**config.mk**
```make
export PLATFORM = sky130hd
export DESIGN_NAME = cascaded_interval_timer
export DESIGN_NICKNAME = d
export VERILOG_FILES = /design/src/rtl/cit_pkg.sv /design/src/rtl/cascaded_interval_timer.sv
export SDC_FILE = /design/constraint.sdc
export NUM_CORES = 1
export LEC_CHECK = 0
export ABC_CLOCK_PERIOD_IN_PS = 10100
export BUFFER_PORTS_ARGS = -buffer_cell sky130_fd_sc_hd__buf_2
export CAP_MARGIN = 20
export CORE_UTILIZATION = 35
export DETAILED_ROUTE_END_ITERATION = 8
export GPL_ROUTABILITY_DRIVEN = 0
export GPL_TIMING_DRIVEN = 0
export HOLD_SLACK_MARGIN = 0.15
export PLACE_DENSITY = 0.53
export REMOVE_ABC_BUFFERS = 1
export SLEW_MARGIN = 20
export SYNTH_ARGS = -nofsm -noshare
export SYNTH_HDL_FRONTEND = slang
export SYNTH_SLANG_ARGS = --single-unit
```
**constraint.sdc**
```tcl
create_clock -name aclk -period 10.1 [get_ports aclk]
set_input_delay 2.02 -clock aclk [delete_from_list [all_inputs] [get_ports aclk]]
set_output_delay 2.02 -clock aclk [all_outputs]
set_load 0.02 [all_outputs]
```
**src/rtl/cit_pkg.sv**
```systemverilog
// cit_pkg: shared types, codes and count helpers for the cascaded interval timer
// no dependencies
`timescale 1ns / 1ps

package cit_pkg;

    localparam int CHAN_COUNT = 3;
    localparam int COUNT_W    = 17;

    typedef logic signed [COUNT_W-1:0] count_t;

    localparam count_t COUNT_MIN = 17'sh10000;

    typedef enum logic [1:0] {
        OP_READ  = 2'd0,
        OP_WRITE = 2'd1,
        OP_TICK  = 2'd2,
        OP_NONE  = 2'd3
    } opcode_t;

    localparam logic [1:0] SEL_CTRL  = 2'd3;
    localparam logic [1:0] RW_LATCH  = 2'd0;
    localparam logic [2:0] MODE_ZERO = 3'd0;
    localparam logic [2:0] MODE_RATE = 3'd2;

    typedef struct packed {
        logic       start_pending;
        logic       running;
        logic [2:0] mode;
        count_t     count;
        logic [15:0] reload;
        count_t     latched;
        logic       latch_held;
        logic       ptr_high;
        logic [7:0] low_byte;
    } chan_t;

    // saturating decrement
    function automatic count_t cit_dec(input count_t c);
        count_t r;
        r = (c == COUNT_MIN) ? c : c - 17'sd1;
        return r;
    endfunction

    function automatic logic cit_expired(input count_t c, input logic [2:0] mode);
        logic r;
        r = (c <= 17'sd0) || ((c <= 17'sd1) && (mode == MODE_RATE));
        return r;
    endfunction

endpackage

```
**src/rtl/cascaded_interval_timer.sv**
```systemverilog
// cascaded_interval_timer: three-channel timer behind four byte registers
// depends on cit_pkg
//
// channel | ports          | tdata (low bit up)          | tuser (low bit up)
// input   | s_tvalid/tready| write_data[7:0]             | opcode[1:0], reg_select[3:2]
// result  | m_tvalid/tready| read_data[7:0], irq[8], 0s  | -
//
// one beat in, one beat out; a beat moves from the input register into the result
// register once the result register is empty or being read
// a new beat is taken every cycle unless stalled; channel state updates as a beat advances
// reset clears all channel state and the valid flags of both registers
// a stalled result holds the pipe; the input register still fills behind it
`timescale 1ns / 1ps

module cascaded_interval_timer
    import cit_pkg::*;
(
    input  logic        aclk,
    input  logic        aresetn,
    input  logic        s_tvalid,
    output logic        s_tready,
    input  logic [7:0]  s_tdata,   // write_data[7:0]
    input  logic [3:0]  s_tuser,   // opcode[1:0], reg_select[3:2]
    output logic        m_tvalid,
    input  logic        m_tready,
    output logic [15:0] m_tdata    // read_data[7:0], irq[8], zero fill
);

    logic        in_valid_reg, in_valid_next;
    logic [1:0]  in_op_reg;
    logic [1:0]  in_sel_reg;
    logic [7:0]  in_data_reg;
    logic        out_valid_reg, out_valid_next;
    logic [7:0]  out_rd_reg, out_rd_next;
    logic        out_irq_reg, out_irq_next;
    chan_t       chan_reg  [CHAN_COUNT];
    chan_t       chan_next [CHAN_COUNT];

    logic        s_accept;
    logic        advance;
    logic [1:0]  ctrl_ch;
    count_t      snap;
    count_t      dec1;
    count_t      dec2;
    logic        exp1;

    assign advance  = in_valid_reg && (!out_valid_reg || m_tready);
    assign s_tready = !in_valid_reg || advance;
    assign s_accept = s_tvalid && s_tready;
    assign ctrl_ch  = in_data_reg[7:6];

    assign in_valid_next  = s_accept ? 1'b1 : (advance ? 1'b0 : in_valid_reg);
    assign out_valid_next = advance ? 1'b1 : (m_tready ? 1'b0 : out_valid_reg);

    always_comb begin
        for (int i = 0; i < CHAN_COUNT; i++) begin
            chan_next[i] = chan_reg[i];
        end
        out_rd_next  = 8'd0;
        out_irq_next = 1'b0;
        snap         = '0;
        dec1         = '0;
        dec2         = '0;
        exp1         = 1'b0;

        case (opcode_t'(in_op_reg))
            OP_READ: begin
                for (int i = 0; i < CHAN_COUNT; i++) begin
                    if (in_sel_reg == 2'(i)) begin
                        snap = chan_reg[i].latch_held ? chan_reg[i].latched : chan_reg[i].count;
                        chan_next[i].latched = snap;
                        if (chan_reg[i].ptr_high) begin
                            out_rd_next = snap[15:8];
                            chan_next[i].latch_held = 1'b0;
                        end else begin
                            out_rd_next = snap[7:0];
                        end
                        chan_next[i].ptr_high = !chan_reg[i].ptr_high;
                    end
                end
            end
            OP_WRITE: begin
                for (int i = 0; i < CHAN_COUNT; i++) begin
                    if (in_sel_reg == 2'(i)) begin
                        if (chan_reg[i].ptr_high) begin
                            chan_next[i].reload = {in_data_reg, chan_reg[i].low_byte};
                            if (chan_reg[i].mode == MODE_ZERO) begin
                                chan_next[i].running       = 1'b0;
                                chan_next[i].start_pending = 1'b1;
                            end else if (!chan_reg[i].running) begin
                                chan_next[i].start_pending = 1'b1;
                            end
                        end else begin
                            chan_next[i].low_byte = in_data_reg;
                        end
                        chan_next[i].ptr_high = !chan_reg[i].ptr_high;
                    end
                    if (in_sel_reg == SEL_CTRL && ctrl_ch == 2'(i)) begin
                        if (in_data_reg[5:4] == RW_LATCH) begin
                            chan_next[i].latched    = chan_reg[i].count;
                            chan_next[i].latch_held = 1'b1;
                        end else begin
                            chan_next[i].latch_held    = 1'b0;
                            chan_next[i].mode          = in_data_reg[3:1];
                            chan_next[i].start_pending = 1'b0;
                            chan_next[i].running       = 1'b0;
                            chan_next[i].reload        = 16'd0;
                        end
                    end
                end
            end
            OP_TICK: begin
                for (int i = 0; i < CHAN_COUNT; i++) begin
                    if (chan_reg[i].start_pending && !chan_reg[i].running) begin
                        chan_next[i].start_pending = 1'b0;
                        chan_next[i].running       = 1'b1;
                        chan_next[i].count         = count_t'({1'b0, chan_reg[i].reload});
                    end
                end
                dec1 = cit_dec(chan_next[1].count);
                exp1 = cit_expired(dec1, chan_next[1].mode);
                if (chan_next[1].running) begin
                    chan_next[1].count = exp1 ? count_t'({1'b0, chan_next[1].reload}) : dec1;
                    if (exp1 && chan_next[2].running) begin
                        dec2 = cit_dec(chan_next[2].count);
                        chan_next[2].count = dec2;
                        out_irq_next = cit_expired(dec2, chan_next[2].mode);
                    end
                end
            end
            default: begin
            end
        endcase
    end

    always_ff @(posedge aclk) begin
        if (!aresetn) begin
            in_valid_reg  <= 1'b0;
            out_valid_reg <= 1'b0;
            for (int i = 0; i < CHAN_COUNT; i++) begin
                chan_reg[i] <= '0;
            end
        end else begin
            in_valid_reg  <= in_valid_next;
            out_valid_reg <= out_valid_next;
            if (advance) begin
                for (int i = 0; i < CHAN_COUNT; i++) begin
                    chan_reg[i] <= chan_next[i];
                end
            end
        end
    end

    always_ff @(posedge aclk) begin
        if (s_accept) begin
            in_op_reg   <= s_tuser[1:0];
            in_sel_reg  <= s_tuser[3:2];
            in_data_reg <= s_tdata;
        end
        if (advance) begin
            out_rd_reg  <= out_rd_next;
            out_irq_reg <= out_irq_next;
        end
    end

    assign m_tvalid = out_valid_reg;
    assign m_tdata  = {7'd0, out_irq_reg, out_rd_reg};

    // a held input beat is never dropped
    assert property (@(posedge aclk) disable iff (!aresetn)
        in_valid_reg && !advance |=> in_valid_reg)
        else $error("input beat lost while stalled");

    // interrupt only from a tick
    assert property (@(posedge aclk) disable iff (!aresetn)
        advance && in_op_reg != OP_TICK |=> !out_irq_reg)
        else $error("irq raised by a non-tick beat");

    // read data only from a read
    assert property (@(posedge aclk) disable iff (!aresetn)
        advance && in_op_reg != OP_READ |=> out_rd_reg == 8'd0)
        else $error("read data on a non-read beat");

    // after a tick no channel is left armed and idle
    assert property (@(posedge aclk) disable iff (!aresetn)
        advance && in_op_reg == OP_TICK |=>
            !(chan_reg[0].start_pending && !chan_reg[0].running) &&
            !(chan_reg[1].start_pending && !chan_reg[1].running) &&
            !(chan_reg[2].start_pending && !chan_reg[2].running))
        else $error("armed channel not started by tick");

endmodule
```
==> results.toml <==
[grt]
groute.usage.overall_pct = 20.3
vias_in_the_first_global_route = 8344
largest_net_degree_at_the_start_of_global_routing = 39
number_of_antenna_violations_at_the_first_check_in_global_routing = 0
grt_pass1_wl_um = 52400
gr-total-overflow = 0

[detailed_routing]
post_drt_via_cell_ratio = 5.63
drt_first_pass_iters = 5
ant_nets = 0
drc = 0
routed_wirelength_normalized_by_instance_count_um = 22.0
dr_total_vias = 8800
postRouteWirelength_um = 34400
drt_iter0_markers = 838

[synth]
synth_cells = 1110
yosys-top-cells-area = "edfxtp_1 54%, mux2i_1 6.7%, nand2_1 4.8%"
synth_area_per_cell_um2 = 10.7
async_flop_share_pct = 0
yosysTopAreaCell = "edfxtp_1"
yosys_register_bits = 214
number_of_synthesized_flops_with_an_enable_pin = 212
yosysSeqAreaShare_pct = 54.0
dominantRegCellSynth = "edfxtp_1"
yosysTopAreaCellShare_pct = 53.7
ys.warnings.count = 0
synth_area_um2 = 11900
synth_cell_type_count = 69

[critical_path]
max_incr_delay_on_cp_ns = 0.75
crit_arrival_ns = 5.56
worst_r2r_startpoint = "chan_reg[0][128]"
worstSetupStartpoint = "chan_reg[0][128]"
regToRegEndpoint = "chan_reg[0][185]"
critPathKind = "reg2reg"
critical_path.startpoint_type = "flop"
worst_ep_required_time_ns = 10.35
path_cells = "nand2b_4, mux2i_1, ha_1, nand4b_2, o22a_2, nor4_4, nand3b_1, a2111oi_4, a31oi_4, buf_16, nor4_2, xor2_1, nor2_1"
worstSetupEndpointType = "flop"
setup.reg_to_reg.worst_slack_ns = 4.79
worst_path_max_delay_cell = "edfxtp_1"
critical_path_peak_fanout = 38
ff2ff_path_depth = 13

[sta]
final.period_utilization_pct = 52.6
holdWs_ns = 0.526
fmaxAchievable_ghz = 0.188
final_setup_violations = 0
timing.slew.headroom_pct = 25.3
worst_clock_skew_ns = 0.0147
finalSetupTns_ns = 0
rsz0062_at_grt = "false"
layout_min_cycle_time_ns = 5.31
slew_viol_final = 0
worstMarginPinSlew_ns = 1.12
hold_violations = 0

[final_layout]
stdcell_count = 1564
commonest_cells_after_routing_fill_and_taps_aside = "212 x edfxtp_1, 151 x nand2_1, 101 x nor2_1"
area_delta_synth_final_pct = 11.7
utilization_pct = 39.6
largest_register_ffs = 191
most_common_cell_after_layout_fill_and_taps_aside = "edfxtp_1"
final_nets = 1116
final_layout_size_suffix_gt1_share_pct = 11.5
insertedDiodeCount = 0

[die]
fp-row-count = 67
placeableCoreArea_um2 = 33400
fp.dieArea_um2 = 34600
boundaryPins = 34
die_height_um = 186
die_width_um = 186
floorplan.initialDensity_pct = 35.5

[run_status]
status = "finished clean"

[placed_design]
placedCellCount = 1518
numPortBuffers = 26
hpwlAfterDp_um = 24000

[pwr]
finalPower_w = 0.00223
ir_drop_mv = 0.116
power.leakage_nw = 4.79
pwr_density_cell_nw_per_um2 = 169

[run]
max_cap_violations = 0

[min_path]
hold_path_depth = 1
timing.hold.worst.class = "reg2reg"
worst_hold_end = "m_tvalid"
hold_crit_start = "in_valid_reg"

[clock_network]
postCtsSetupRepairBufs = 0
clock_tree_from_tritoncts = "yes"
post_cts_hold_buffer_count = 0
cts_htree_levels = 1
cts_inserted_buffers = 26
worst_setup_hold_path_clk_slew_ns = 0.06
clk_root_buffer_cell = "clkbuf_16"
clock_insertion_delay_at_the_later_pin_of_the_skew_report_ns = 0.53
cts-resized-gates = 0
clockBufferDepth = 3
clock_sink_count = 214
[cells by family (layout without fill, tap and decap cells)]
group                      Yosys count  after routing  synth area share [%]
other                                1              7                0.0316
and+or+nand+nor                    420            420                  17.6
buffers and inverters               94             94                  3.55
muxes                               93             93                  8.51
DFF                                214            214                  54.0
AOI/OAI and AO/OA                  256            256                  13.9
xor gates and xnor gates            30             30                  2.21
adders and majority gates            2              2                 0.211
[cell type report]
cell class | count | area, um^2
Timing Repair Buffer | 39 | 324
Clock inverter | 14 | 123
Sequential cell | 214 | 6410
Multi-Input combinational cell | 808 | 5110
Fill cell | 3203 | 20200
Inverter | 9 | 33.8
Clock buffer | 32 | 694
Tap cell | 448 | 561
[per-layer routing]
metal / up-vias / GRT usage (%) / share of wire [%]
li1: 4096 / - / -
met1: 4356 / 30.5 / 48
met2: 291 / 29.9 / 43
met3: 57 / 2.52 / 6.0
met4: 0 / 7.34 / 3.3
met5: - / 0 / 0
[report_power, final]
group	internal, W	total, W	leakage (nW)	switching, W
combinational	0.0000865	0.000243	2.20	0.000157
sequential	0.00103	0.00109	2.19	0.0000552
clock	0.000536	0.000904	0.395	0.000368
total	0.00165	0.00223	4.79	0.000580
[worst max-delay path, delay by kind of cell, from the launching register on]
kind / cells / cell delay, ns
and+or+nand+nor: 6 / 1.80
AOI/OAI and AO/OA: 3 / 1.09
DFF: 1 / 0.75
muxes: 1 / 0.49
adders and majority gates: 1 / 0.43
buffers and inverters: 1 / 0.26
xor gates and xnor gates: 1 / 0.18
[per-stage QoR]
stage | area, um^2 | setup WS (ns)
after floorplan | 11500 | 5.06
final | 13200 | 4.79
after global placement | 12200 | 2.83
after CTS | 13200 | 4.78
after global routing | 13200 | 4.42
after detailed placement | 12400 | 4.76
[Yosys cell counts (3+ instances only)]
cell        n
nor2_1    101
buf_6       3
a31oi_1     6
nor4_1      5
a41oi_1     3
xnor2_1    11
buf_2      10
o21ai_0    49
and3_1     33
nor2b_1    10
inv_1       9
nand3_1    10
nand4b_1    3
a21boi_0    7
nor3b_1     6
nand2_1   153
and2_1      9
nor3_1     30
clkbuf_1   58
o31ai_1     3
nand2b_1   14
xor2_1     19
nor4_2      4
a22o_1     39
mux4_2      5
nand4_1     5
o22ai_1    22
or2_2       7
a22oi_1     4
mux2i_1    79
o21a_1      9
buf_1       5
a211oi_1    9
buf_4       9
or3_1      11
nand3b_1    4
edfxtp_1  212
a21oi_1    86
mux2_2      7
[worst max-delay path by stage]
| stage | endpoint | depth (start not counted) |
|---|---|---|
| after floorplan | chan_reg[0][10] | 6 |
| after global placement | chan_reg[0][85] | 8 |
| after CTS | chan_reg[0][185] | 13 |
| after global routing | chan_reg[0][185] | 13 |
| after detailed placement | chan_reg[0][141] | 10 |
| final | chan_reg[0][185] | 13 |
No activity file was read; power rests on OpenSTA's default activity.
